==> src/bcmc_pkg.sv <==
// ----------------------------------------------------------------------------
// bcmc_pkg: shared types and helpers for the chunk match counter
// Tag and command codes, the operation word passed from front to back end,
// and the chunk start/end rules.
// ----------------------------------------------------------------------------
`default_nettype none

package bcmc_pkg;

  localparam int TypeBits  = 8;
  localparam int CountBits = 32;
  localparam int OutBits   = 32;
  localparam int QDepth    = 2;
  localparam int QPtrBits  = (QDepth > 1) ? $clog2(QDepth) : 1;
  localparam int QCntBits  = $clog2(QDepth + 1);

  typedef enum logic [1:0] {
    TAG_O   = 2'd0,
    TAG_B   = 2'd1,
    TAG_I   = 2'd2,
    TAG_DOT = 2'd3
  } tag_e;

  typedef enum logic [1:0] {
    CMD_TOKEN    = 2'd0,
    CMD_SENT_END = 2'd1,
    CMD_CLEAR    = 2'd2,
    CMD_NOP      = 2'd3
  } cmd_e;

  typedef enum logic {
    REG_NP_ONLY = 1'b0,
    REG_NP_TYPE = 1'b1
  } reg_idx_e;

  // Configuration seen by the front end
  typedef struct packed {
    logic                np_only;
    logic [TypeBits-1:0] np_type;
  } cfg_t;

  // Work for the counter back end, one per item
  typedef struct packed {
    logic clear;
    logic inc_match;
    logic inc_gold;
    logic inc_guess;
  } op_t;

  function automatic logic type_sel(input cfg_t cfg, input logic [TypeBits-1:0] ty);
    return !cfg.np_only || (ty == cfg.np_type);
  endfunction

  function automatic logic chunk_starts(input logic [1:0] ptag, input logic [1:0] tag,
                                        input logic [TypeBits-1:0] ptype,
                                        input logic [TypeBits-1:0] ty);
    logic s;
    if (ptag inside {TAG_B, TAG_I}) s = (tag == TAG_B);
    else s = (tag inside {TAG_B, TAG_I});
    if (!(tag inside {TAG_O, TAG_DOT}) && (ptype != ty)) s = 1'b1;
    return s;
  endfunction

  function automatic logic chunk_ends(input logic [1:0] ptag, input logic [1:0] tag,
                                      input logic [TypeBits-1:0] ptype,
                                      input logic [TypeBits-1:0] ty);
    logic e;
    e = 1'b0;
    if (ptag inside {TAG_B, TAG_I}) e = (tag inside {TAG_B, TAG_O});
    if (!(ptag inside {TAG_O, TAG_DOT}) && (ptype != ty)) e = 1'b1;
    return e;
  endfunction

endpackage

`default_nettype wire

==> src/bcmc_front.sv <==
// ----------------------------------------------------------------------------
// bcmc_front: tag history and chunk classification
// Accepts items, tracks previous tags and the open-match flag, and emits one
// counter operation per item.
// ----------------------------------------------------------------------------
`default_nettype none

module bcmc_front (
  input  wire                            clk_i,
  input  wire                            rst_ni,
  input  wire bcmc_pkg::cfg_t            cfg_i,
  input  wire                            in_valid_i,
  output logic                           in_stall_o,
  input  wire [1:0]                      command_i,
  input  wire [1:0]                      gold_tag_i,
  input  wire [bcmc_pkg::TypeBits-1:0]   gold_type_i,
  input  wire [1:0]                      guess_tag_i,
  input  wire [bcmc_pkg::TypeBits-1:0]   guess_type_i,
  output logic                           push_o,
  output bcmc_pkg::op_t                  op_o,
  input  wire                            full_i
);
  import bcmc_pkg::*;

  logic [1:0]          pgt_q, ppt_q;
  logic [TypeBits-1:0] pgty_q, ppty_q;
  logic                in_match_q;

  logic                is_tok, is_se, take;
  logic [1:0]          gt, pt;
  logic [TypeBits-1:0] gty, pty;
  logic                ge, pe, gs, ps, close, in_mid, in_after, m1, m2;

  // Pick the token this item applies: a sentence end is an O/O token
  always_comb begin
    is_tok = (command_i == CMD_TOKEN);
    is_se  = (command_i == CMD_SENT_END);
    take   = is_tok || is_se;
    gt     = is_se ? TAG_O : gold_tag_i;
    pt     = is_se ? TAG_O : guess_tag_i;
    gty    = is_se ? '0 : gold_type_i;
    pty    = is_se ? '0 : guess_type_i;
  end

  // Classify chunk boundaries against the held history
  always_comb begin
    ge       = chunk_ends(pgt_q, gt, pgty_q, gty);
    pe       = chunk_ends(ppt_q, pt, ppty_q, pty);
    gs       = chunk_starts(pgt_q, gt, pgty_q, gty);
    ps       = chunk_starts(ppt_q, pt, ppty_q, pty);
    close    = in_match_q && ge && pe && (ppty_q == pgty_q);
    m1       = close && type_sel(cfg_i, pgty_q);
    in_mid   = in_match_q && !close && (ge == pe) && (pty == gty);
    in_after = in_mid || (gs && ps && (pty == gty));
    m2       = is_se && in_after && type_sel(cfg_i, '0);
  end

  assign in_stall_o = full_i;
  assign push_o     = in_valid_i && !full_i;

  always_comb begin
    op_o.clear     = (command_i == CMD_CLEAR);
    op_o.inc_match = take && (m1 || m2);
    op_o.inc_gold  = take && gs && type_sel(cfg_i, gty);
    op_o.inc_guess = take && ps && type_sel(cfg_i, pty);
  end

  // Advance the history on each accepted token, drop it at sentence end
  always_ff @(posedge clk_i or negedge rst_ni) begin
    if (!rst_ni) begin
      pgt_q      <= TAG_O;
      ppt_q      <= TAG_O;
      pgty_q     <= '0;
      ppty_q     <= '0;
      in_match_q <= 1'b0;
    end else if (push_o && take) begin
      if (is_se) begin
        pgt_q      <= TAG_O;
        ppt_q      <= TAG_O;
        pgty_q     <= '0;
        ppty_q     <= '0;
        in_match_q <= 1'b0;
      end else begin
        pgt_q      <= gt;
        ppt_q      <= pt;
        pgty_q     <= gty;
        ppty_q     <= pty;
        in_match_q <= in_after;
      end
    end
  end

  // An open match always sits on equal types in both streams
  a_match_open_same_type: assert property (@(posedge clk_i) disable iff (!rst_ni)
    in_match_q |-> (pgty_q == ppty_q))
    else $error("open match with differing types");
  a_se_clears: assert property (@(posedge clk_i) disable iff (!rst_ni)
    (push_o && is_se) |=> !in_match_q && (pgt_q == TAG_O) && (pgty_q == '0))
    else $error("sentence end left history");
  a_clear_no_inc: assert property (@(posedge clk_i) disable iff (!rst_ni)
    op_o.clear |-> !op_o.inc_match && !op_o.inc_gold && !op_o.inc_guess)
    else $error("clear carries increments");

endmodule

`default_nettype wire

==> src/bcmc_queue.sv <==
// ----------------------------------------------------------------------------
// bcmc_queue: short operation queue between front and back end
// Lets the front keep accepting while the back end waits on a stalled output.
// ----------------------------------------------------------------------------
`default_nettype none

module bcmc_queue (
  input  wire            clk_i,
  input  wire            rst_ni,
  input  wire            push_i,
  input  wire bcmc_pkg::op_t push_op_i,
  output logic           full_o,
  input  wire            pop_i,
  output logic           empty_o,
  output bcmc_pkg::op_t  pop_op_o
);
  import bcmc_pkg::*;

  op_t                 mem_q [QDepth];
  logic [QPtrBits-1:0] wr_q, rd_q;
  logic [QCntBits-1:0] cnt_q;

  assign full_o   = (cnt_q == QCntBits'(QDepth));
  assign empty_o  = (cnt_q == '0);
  assign pop_op_o = mem_q[rd_q];

  // Store pushed operations
  always_ff @(posedge clk_i) begin
    if (push_i) mem_q[wr_q] <= push_op_i;
  end

  // Advance pointers and fill count
  always_ff @(posedge clk_i or negedge rst_ni) begin
    if (!rst_ni) begin
      wr_q  <= '0;
      rd_q  <= '0;
      cnt_q <= '0;
    end else begin
      if (push_i) wr_q <= (wr_q == QPtrBits'(QDepth - 1)) ? '0 : wr_q + 1'b1;
      if (pop_i)  rd_q <= (rd_q == QPtrBits'(QDepth - 1)) ? '0 : rd_q + 1'b1;
      if (push_i && !pop_i)      cnt_q <= cnt_q + 1'b1;
      else if (pop_i && !push_i) cnt_q <= cnt_q - 1'b1;
    end
  end

  a_no_overflow: assert property (@(posedge clk_i) disable iff (!rst_ni)
    push_i |-> !full_o)
    else $error("push into full queue");
  a_no_underflow: assert property (@(posedge clk_i) disable iff (!rst_ni)
    pop_i |-> !empty_o)
    else $error("pop from empty queue");
  a_cnt_range: assert property (@(posedge clk_i) disable iff (!rst_ni)
    cnt_q <= QCntBits'(QDepth))
    else $error("queue count out of range");

endmodule

`default_nettype wire

==> src/bcmc_back.sv <==
// ----------------------------------------------------------------------------
// bcmc_back: saturating chunk counters and result register
// Applies one operation per cycle while the output is not stalled and
// presents the counts as the result.
`default_nettype none

module bcmc_back (
  input  wire                           clk_i,
  input  wire                           rst_ni,
  input  wire                           empty_i,
  input  wire bcmc_pkg::op_t            op_i,
  output logic                          pop_o,
  output logic                          out_valid_o,
  input  wire                           out_stall_i,
  output logic [bcmc_pkg::OutBits-1:0]  matched_chunks_o,
  output logic [bcmc_pkg::OutBits-1:0]  gold_chunks_o,
  output logic [bcmc_pkg::OutBits-1:0]  guessed_chunks_o
);
  import bcmc_pkg::*;

  localparam logic [CountBits-1:0] CountMax = '1;

  logic [CountBits-1:0] match_q, match_d, gold_q, gold_d, guess_q, guess_d;
  logic                 valid_q;

  // Take the next operation once the result register is free
  assign pop_o = !empty_i && (!valid_q || !out_stall_i);

  always_comb begin
    match_d = match_q;
    gold_d  = gold_q;
    guess_d = guess_q;
    if (op_i.clear) begin
      match_d = '0;
      gold_d  = '0;
      guess_d = '0;
    end else begin
      if (op_i.inc_match && match_q != CountMax) match_d = match_q + 1'b1;
      if (op_i.inc_gold  && gold_q  != CountMax) gold_d  = gold_q + 1'b1;
      if (op_i.inc_guess && guess_q != CountMax) guess_d = guess_q + 1'b1;
    end
  end

  // Update counters and the result valid flag
  always_ff @(posedge clk_i or negedge rst_ni) begin
    if (!rst_ni) begin
      match_q <= '0;
      gold_q  <= '0;
      guess_q <= '0;
      valid_q <= 1'b0;
    end else begin
      if (pop_o) begin
        match_q <= match_d;
        gold_q  <= gold_d;
        guess_q <= guess_d;
      end
      if (pop_o) valid_q <= 1'b1;
      else if (!out_stall_i) valid_q <= 1'b0;
    end
  end

  assign out_valid_o      = valid_q;
  assign matched_chunks_o = OutBits'(match_q);
  assign gold_chunks_o    = OutBits'(gold_q);
  assign guessed_chunks_o = OutBits'(guess_q);

  a_clear_zeroes: assert property (@(posedge clk_i) disable iff (!rst_ni)
    (pop_o && op_i.clear) |=> (match_q == '0) && (gold_q == '0) && (guess_q == '0))
    else $error("clear did not zero counters");
  a_gold_no_wrap: assert property (@(posedge clk_i) disable iff (!rst_ni)
    (pop_o && !op_i.clear && op_i.inc_gold) |=> (gold_q != '0))
    else $error("gold counter wrapped");
  a_match_hold: assert property (@(posedge clk_i) disable iff (!rst_ni)
    !pop_o |=> $stable(match_q))
    else $error("counter moved without an operation");

endmodule

`default_nettype wire

==> src/bio_chunk_match_counter.sv <==
// ----------------------------------------------------------------------------
// bio_chunk_match_counter: CoNLL-style chunk match counter
// Counts gold, predicted and exactly matched chunks from BIO tag pairs.
// ----------------------------------------------------------------------------
// Usage:
//   Input channel (in_valid_i / in_stall_o) takes one command per item:
//   a token pair, a sentence end, a counter clear or a no-op. Output channel
//   (out_valid_o / out_stall_i) returns one result per item: the three
//   running counts after that item, saturating at all ones.
//   Configuration (cfg_valid_i / cfg_ready_o) writes np_only_mode at index 0
//   and np_type_id at index 1; cfg_ready_o is always high. Write only while
//   no item is in flight.
//   Throughput: one item per cycle while out_stall_i is low. The front end
//   classifies the item in the cycle it is accepted; its operation is
//   written into the two-entry queue and then moves into the counter
//   register, which drives the result.
//   When the receiver stalls, the result holds, the counter stage stops and
//   the queue fills; in_stall_o rises once both queue entries are taken.
//   Reset clears history, counters and the queue, and sets np_only_mode to 0
//   and np_type_id to 1.
// ----------------------------------------------------------------------------
`default_nettype none

module bio_chunk_match_counter (
  input  wire                           clk_i,
  input  wire                           rst_ni,
  input  wire                           cfg_valid_i,
  output logic                          cfg_ready_o,
  input  wire                           cfg_index_i,
  input  wire [bcmc_pkg::TypeBits-1:0]  cfg_wdata_i,
  input  wire                           in_valid_i,
  output logic                          in_stall_o,
  input  wire [1:0]                     command_i,
  input  wire [1:0]                     gold_tag_i,
  input  wire [bcmc_pkg::TypeBits-1:0]  gold_type_i,
  input  wire [1:0]                     guess_tag_i,
  input  wire [bcmc_pkg::TypeBits-1:0]  guess_type_i,
  output logic                          out_valid_o,
  input  wire                           out_stall_i,
  output logic [bcmc_pkg::OutBits-1:0]  matched_chunks_o,
  output logic [bcmc_pkg::OutBits-1:0]  gold_chunks_o,
  output logic [bcmc_pkg::OutBits-1:0]  guessed_chunks_o
);
  import bcmc_pkg::*;

  cfg_t cfg_q;
  logic push, full, pop, empty;
  op_t  push_op, pop_op;

  assign cfg_ready_o = 1'b1;

  // Hold configuration registers
  always_ff @(posedge clk_i or negedge rst_ni) begin
    if (!rst_ni) begin
      cfg_q.np_only <= 1'b0;
      cfg_q.np_type <= TypeBits'(1);
    end else if (cfg_valid_i && cfg_ready_o) begin
      case (cfg_index_i)
        REG_NP_ONLY: cfg_q.np_only <= cfg_wdata_i[0];
        REG_NP_TYPE: cfg_q.np_type <= cfg_wdata_i;
        default: ;
      endcase
    end
  end

  bcmc_front u_front (
    .clk_i        (clk_i),
    .rst_ni       (rst_ni),
    .cfg_i        (cfg_q),
    .in_valid_i   (in_valid_i),
    .in_stall_o   (in_stall_o),
    .command_i    (command_i),
    .gold_tag_i   (gold_tag_i),
    .gold_type_i  (gold_type_i),
    .guess_tag_i  (guess_tag_i),
    .guess_type_i (guess_type_i),
    .push_o       (push),
    .op_o         (push_op),
    .full_i       (full)
  );

  bcmc_queue u_queue (
    .clk_i     (clk_i),
    .rst_ni    (rst_ni),
    .push_i    (push),
    .push_op_i (push_op),
    .full_o    (full),
    .pop_i     (pop),
    .empty_o   (empty),
    .pop_op_o  (pop_op)
  );

  bcmc_back u_back (
    .clk_i            (clk_i),
    .rst_ni           (rst_ni),
    .empty_i          (empty),
    .op_i             (pop_op),
    .pop_o            (pop),
    .out_valid_o      (out_valid_o),
    .out_stall_i      (out_stall_i),
    .matched_chunks_o (matched_chunks_o),
    .gold_chunks_o    (gold_chunks_o),
    .guessed_chunks_o (guessed_chunks_o)
  );

endmodule

`default_nettype wire

==> config.mk <==
export PLATFORM = sky130hd
export DESIGN_NAME = bio_chunk_match_counter
export DESIGN_NICKNAME = d
export VERILOG_FILES = /design/src/bcmc_pkg.sv /design/src/bcmc_front.sv /design/src/bcmc_queue.sv /design/src/bcmc_back.sv /design/src/bio_chunk_match_counter.sv
export SDC_FILE = /design/constraint.sdc
export NUM_CORES = 1
export LEC_CHECK = 0
export ABC_CLOCK_PERIOD_IN_PS = 2200
export BUFFER_PORTS_ARGS = -buffer_cell sky130_fd_sc_hd__buf_2
export CAP_MARGIN = 20
export CORE_ASPECT_RATIO = 1.5
export CORE_MARGIN = 2
export CORE_UTILIZATION = 45
export DETAILED_ROUTE_END_ITERATION = 7
export GPL_TIMING_DRIVEN = 0
export PLACE_DENSITY_LB_ADDON = 0.1
export SETUP_SLACK_MARGIN = 0.4
export SYNTH_ARGS = -nofsm -noshare
export SYNTH_HDL_FRONTEND = slang
export SYNTH_SLANG_ARGS = --single-unit
==> constraint.sdc <==
create_clock -name clk_i -period 2.2 [get_ports clk_i]
set_input_delay 0.55 -clock clk_i [delete_from_list [all_inputs] [get_ports clk_i]]
set_output_delay 0.55 -clock clk_i [all_outputs]
set_load 0.02 [all_outputs]
# Yosys cells after proc, flatten, opt, wreduce, memory -nomap -nowiden
# Memories as Yosys holds them, arrays and structs flattened.
# Index checks and enable logic that the tools add are counted.
[classes]
n_mux = 31
n_reduce_logical = 74
n_eq_ne = 27
add_sub_neg = 7
n_bitwise = 1
[ops]
columns = ["cell", "count"]
rows = [
  ["two-way mux 32 bit", 6],
  ["adder 32 x 1 -> 32 bit, second input constant", 3],
  ["inequality test 32 bit, second input constant", 3],
  ["equality test 8 bit", 5],
  ["two-way mux 8 bit", 4],
  ["logical AND 1 bit", 28],
  ["nonzero test 2 bit", 14],
  ["equality test 2 bit, second input constant", 10],
  ["inequality test 8 bit", 2],
  ["two-way mux 1 bit", 15],
  ["logical NOT 1 bit", 12],
  ["logical NOT 2 bit", 6],
  ["two-way mux 2 bit", 6],
  ["equality test 2 x 1 -> 1 bit, second input constant", 5],
  ["AND reduction 2 bit", 5],
  ["logical NOT 8 bit", 1],
  ["logical OR 1 bit", 8],
  ["adder 1 bit, second input constant", 2],
  ["adder 2 x 1 -> 2 bit, second input constant", 1],
  ["inequality test 2 x 1 -> 1 bit, second input constant", 1],
  ["subtractor 2 x 1 -> 2 bit, second input constant", 1],
  ["equality test 1 bit", 1],
  ["inverter 1 bit", 1],
]
[word_totals]
output_inout_bits = 99
wordCells = 155
memories = 1
register_bits = 131
ram_bits = 8
[mem_list]
columns = ["name", "words", "width", "read_ports", "rd_ports_with_merged_regs", "write_ports", "line_no", "text"]
rows = [
  ["u_queue.mem_q", 2, 4, 1, 0, 1, "bcmc_queue.sv:19", "op_t mem_q [QDepth];"],
]

# Longest topological paths before layout
[depth]
depth_word = 18
ltp_mapped = 9
ltp_nobuf = 8

# Hierarchy
# From an unflattened synthesis, not the netlist that was laid out.
[hier_totals]
hier_cells = 1071
hier_area_um2 = 9162.5
[by_module_without_submodules]
columns = ["module", "n_inst", "area_each_um2", "seq_area_each_um2", "cells_each"]
rows = [
  ["bcmc_back", 1, 6107.1, 2427.3, 722],
  ["bcmc_front", 1, 2229.6, 525.5, 299],
  ["bcmc_queue", 1, 474.2, 340.3, 28],
  ["bio_chunk_match_counter", 1, 351.6, 226.5, 22],
]

# Worst setup path before layout
# No wires, ideal clock.
[synth_path]
path_kind = "reg-to-reg"
from = "reg u_back.guess_q[0] (netlist: u_back.guessed_chunks_o[0])"
to = "reg u_back.guess_q[12] (netlist: u_back.guessed_chunks_o[12])"
synth_period_minus_slack_ns = 2.117
setup_slack_ns = 0.083
stages_incl_launch_ff = 9
setup_time_ns = 0.132
required_ns = 2.068
arrival_time_ns = 1.985
path_buffers = 0
path_cell_list = "dfrtp_1 ha_1 and3_1 nand3_1 a2111o_1 a31oi_2 nand3_1 xor2_1 nor2_1"
[synth_between]
elab_chain_len = 4
word_cells_on_any_way = 7
[synth_lines]
columns = ["item", "line_no", "text"]
rows = [
  ["from (decl)", "bcmc_back.sv:23", "logic [CountBits-1:0] match_q, match_d, gold_q, gold_d, guess_q, guess_d;"],
  ["from (signal assigned)", "bcmc_back.sv:55", "guess_q <= guess_d;"],
  ["parallel branches: the longest is 4 deep, another holds adder 32 x 1 -> 32 bit", "--", ""],
]
# Parallel ways; which one is timed is not known. The select of a mux whose other input is x is not followed.
# A chain may end at the register's enable or synchronous reset.

==> flow_summary.rst <==
.. list-table::
   :header-rows: 1

   * - Metric
     - Value
   * - Hold_ws
     - 0.1154 ns
   * - Synth Register Bits
     - between 100 and 150
   * - DIE AREA
     - 19400 µm²
   * - Endpoint of the worst register-to-register path
     - u_queue.mem_q[1][2]
   * - EDFF count, synth
     - 8
   * - Via density per instance
     - about 5.6
   * - Area post-placement
     - ~9500 µm²
   * - Average footprint of a synthesized cell
     - roughly 9.4 µm²
   * - Fill cell instance count of the final layout
     - about 1.4k
   * - Termination of the worst setup path
     - u_queue.mem_q[1][2]
   * - Relative contribution of combinational cells to total power
     - 37.0%
   * - Hold Path Class
     - in2async
   * - Maximum number of buffers from clock root to sink
     - 2
   * - Leading register cell type out of synthesis
     - sky130_fd_sc_hd__dfrtp_1
   * - Number of violations of the max-capacitance limit
     - 0
   * - Clock Skews
     - about 0.0084 ns
   * - Die H
     - between 150 and 200 µm
   * - Min cycle time layout
     - roughly 2.1 ns
   * - Maximum resistive drop on vdd
     - ~430 µV
   * - Initial antenna violation count
     - 0
   * - Commonest non-fill, non-tap cells in the layout
     - 116 x sky130_fd_sc_hd__nor2_1, 115 x sky130_fd_sc_hd__buf_2, 113 x sky130_fd_sc_hd__buf_4
   * - Sinks on Clock Net
     - 139
   * - Inserted Diodes
     - 0
   * - Internal
     - ~6.5 mW
   * - Critical Setup Path Class
     - in2reg
   * - Worst slack at placement
     - -0.7225 ns
   * - Area growth syn-to-layout
     - 46.92%
   * - Max H-tree Level
     - 4
   * - Category of the worst setup path launch point
     - input port
   * - Nets
     - between 1k and 1.5k
   * - Clock share of power
     - around 30%
   * - CP Data Arrival Time
     - 2.30 ns
   * - Unrepaired setup endpoints after global routing
     - true
   * - Fmax
     - ~470 MHz
   * - Global route total overflow
     - 0
   * - Fraction of layout cells with a size suffix above 1
     - a little under half
   * - Slack of the worst reg-to-reg path
     - between 0.06 and 0.07 ns
   * - Data required time at the worst endpoint
     - roughly 2.4 ns
   * - GRT Util Overall
     - approximately 25%
   * - Number of port buffers
     - approximately 120
   * - Final routed DRC violation total
     - 0
   * - Detailed placer's ending HPWL
     - roughly 16 mm
   * - Fraction of power spent switching nets
     - 34.65%
   * - Share of synthesized flip-flops with an asynchronous set or reset
     - about 94%
   * - Netlist cell types
     - 76
   * - Worst R2R Path Depth
     - 7
   * - Net count after synthesis
     - about 900
   * - Static leakage
     - 5.467 nW
   * - Core area
     - around 18000 µm²
   * - Number of DRC violations after detailed-routing iteration 0
     - between 300 and 400
   * - Post-route standard cell area excluding fillers
     - around 12000 µm²
   * - Count of final hold-check violations
     - 0
   * - Count of final setup violators
     - 0
   * - Number of optimization iterations in the first detailed-route pass
     - 5
   * - DRT Wirelength
     - 24.47 mm
   * - Effective utilization at floorplan
     - between 40% and 50%
   * - Most frequent standard cell in the layout excluding fill and tap cells
     - sky130_fd_sc_hd__nor2_1
   * - Status
     - finished clean
   * - Transition at the pin with the smallest max-transition slack
     - 0.6364 ns
   * - Number of standard cells after synthesis
     - 879
   * - Wire length of the first global-routing pass
     - roughly 38 mm
   * - Clk Tree Root Cell
     - sky130_fd_sc_hd__clkbuf_16
   * - Skew-Pair Late Insertion Delay
     - between 0.4 and 0.5 ns
   * - Synth warn
     - 0
   * - Routed len/inst
     - roughly 18 µm
   * - Die width
     - 114.4 µm
   * - Crit path from
     - command_i[0]
   * - Seq pwr share
     - 32.8%
   * - Max-slew headroom
     - a little under three fifths
   * - Via total after detailed routing
     - 7677
   * - CTS tree
     - done
   * - Switching Power
     - about 3.4 mW
   * - Setup ws final
     - slightly below 0.07 ns
   * - Count of nets left with antenna violations after detail routing
     - 0
   * - Placer congestion estimate
     - slightly below 0.9
   * - Cell area power density
     - about 820 nW/µm²
   * - Total number of placement rows
     - 60
   * - Worst-path clk slew
     - roughly 0.060 ns
   * - Post-Synthesis Cell Area
     - about 8000 µm²
   * - Via count of the first global-routing pass
     - 7363
   * - Reg-to-Reg Start
     - u_front.pgty_q[4]
   * - Top-level I/O count
     - 135
   * - Final period utilization
     - between 90 and 100%
   * - Seq/Total Area, Yosys
     - ~43%
   * - Maximum number of pins on one net before global-route repair
     - 69
   * - Number of buffers added by the clock tree synthesis step
     - 17
   * - Final number of max-transition violations
     - 0
   * - Largest fanout on the critical path
     - 6
   * - Element type at the critical path end
     - flop
cell usage after synthesis, types with 5 or more instances:
cell type | number | area (µm²)
sky130_fd_sc_hd__o32ai_1 | 8 | 70.07
sky130_fd_sc_hd__buf_2 | 7 | 35.03
sky130_fd_sc_hd__a211o_1 | 5 | 43.79
sky130_fd_sc_hd__or3_1 | 11 | 68.82
sky130_fd_sc_hd__o21ai_0 | 30 | 150.1
sky130_fd_sc_hd__nand3_1 | 30 | 150.1
sky130_fd_sc_hd__nor4_1 | 6 | 37.54
sky130_fd_sc_hd__nor3_1 | 23 | 115.1
sky130_fd_sc_hd__and3_1 | 17 | 106.4
sky130_fd_sc_hd__dfrtp_1 | 130 | 3253
sky130_fd_sc_hd__nor2_1 | 128 | 480.5
sky130_fd_sc_hd__and4_1 | 7 | 61.31
sky130_fd_sc_hd__a21oi_1 | 14 | 70.07
sky130_fd_sc_hd__nand4_1 | 28 | 175.2
sky130_fd_sc_hd__clkbuf_1 | 37 | 138.9
sky130_fd_sc_hd__a31oi_1 | 17 | 106.4
sky130_fd_sc_hd__inv_1 | 12 | 45.04
sky130_fd_sc_hd__mux2_2 | 9 | 101.4
sky130_fd_sc_hd__xnor2_1 | 58 | 508.0
sky130_fd_sc_hd__nor4bb_1 | 16 | 160.2
sky130_fd_sc_hd__ha_1 | 6 | 75.07
sky130_fd_sc_hd__edfxtp_1 | 8 | 240.2
sky130_fd_sc_hd__nand3b_1 | 20 | 150.1
sky130_fd_sc_hd__xor2_1 | 68 | 595.6
sky130_fd_sc_hd__nand2_1 | 87 | 326.6
sky130_fd_sc_hd__nor4_2 | 7 | 87.58
sky130_fd_sc_hd__and2_1 | 7 | 43.79
critical path, stage by stage:
cell                      delay, ns
sky130_fd_sc_hd__buf_4         0.14
sky130_fd_sc_hd__and2b_2       0.23
sky130_fd_sc_hd__buf_8         0.15
sky130_fd_sc_hd__buf_8         0.14
sky130_fd_sc_hd__buf_4         0.14
sky130_fd_sc_hd__o32ai_4       0.15
sky130_fd_sc_hd__nand4_1       0.18
sky130_fd_sc_hd__o211a_1       0.29
sky130_fd_sc_hd__mux2i_2       0.20
sky130_fd_sc_hd__o31ai_2       0.12
kinds of logic after synthesis:
family / Yosys count / share of synthesized area, %
fa+ha+maj: 6 / 0.9128
simple gates: 416 / 27.60
buf+inv: 67 / 3.636
other cells: 1 / 0.04560
xor+xnor: 126 / 13.42
compound gates: 109 / 9.524
mux: 15 / 2.069
flops: 139 / 42.80
per-layer routing:
metal	vias to the layer above	global-route usage, %	routed length [µm]
li1	3630	-	-
met1	3802	28.19	9728
met2	193	44.40	13130
met3	52	4.750	895
met4	0	10.39	713
met5	-	0	0
final cells by class:
cell class | count | area, µm² | share of cell area, %
Clock inverter | 5 | 77.57 | 0.6420
Sequential cell | 139 | 3588 | 29.70
Tap cell | 217 | 271.5 | 2.247
Multi-Input combinational cell | 673 | 5448 | 45.09
Inverter | 12 | 45.04 | 0.3728
Timing Repair Buffer | 250 | 1753 | 14.51
Clock buffer | 27 | 534.3 | 4.422
Buffer | 55 | 365.4 | 3.024
per-stage QoR:
stage                     utilization [%]  setup TNS (ns)  std cells  power [mW]
after floorplan                         -               0        879       4.914
after global placement              52.52         -204.47       1213       5.587
after detailed placement            52.71          -19.19       1214       5.636
after CTS                           63.53               0       1342       9.467
after global routing                67.34               0       1378       10.37
final                               67.34               0       1378       9.924
state kept, by name (all words and copies together) (netlist names):
| signal | count |
|---|---|
| u_front.pgty_q | 8 |
| u_front.pgt_q | 2 |
| u_queue.cnt_q | 2 |
| u_back.matched_chunks_o | 32 |
| u_front.in_match_q | 1 |
| u_front.ppty_q | 8 |
| u_queue.wr_q | 1 |
| u_queue.rd_q | 1 |
| u_back.guessed_chunks_o | 32 |
| u_back.gold_chunks_o | 32 |
| cfg_q | 9 |
| u_back.out_valid_o | 1 |
| u_front.ppt_q | 2 |
| u_queue.mem_q | 8 |
power by group through the flow:
stage | combinational, mW | clock [mW] | sequential [mW]
final | 3.68 | 2.99 | 3.26
after global routing | 3.94 | 3.14 | 3.29
after CTS | 3.22 | 3.03 | 3.22
after detailed placement | 2.39 | 0 | 3.25
after global placement | 2.35 | 0 | 3.24
after floorplan | 1.67 | 0 | 3.24
worst min path at each step:
stage | from | end | slack [ns] | cells past startpoint
global route | rst_ni | u_back.gold_chunks_o[7] | 0.16 | 1
detailed placement | u_front.pgt_q[1] | u_front.pgt_q[1] | 0.48 | 2
floorplan | rst_ni | cfg_q[1] | 0.25 | 0
finish | rst_ni | u_back.gold_chunks_o[7] | 0.12 | 1
global placement | u_front.pgt_q[1] | u_front.pgt_q[1] | 0.47 | 2
CTS | rst_ni | u_back.gold_chunks_o[7] | 0.14 | 1
repair_timing:
action                                  CTS  global route
hold buffers                              0             0
pin swaps                                77            58
endpoints found under the setup margin  125           128
gates cloned                              3             0
buffers inserted                         93            36
gates resized for setup                 146           108
Note: power is estimated with default switching activity, not from simulation.
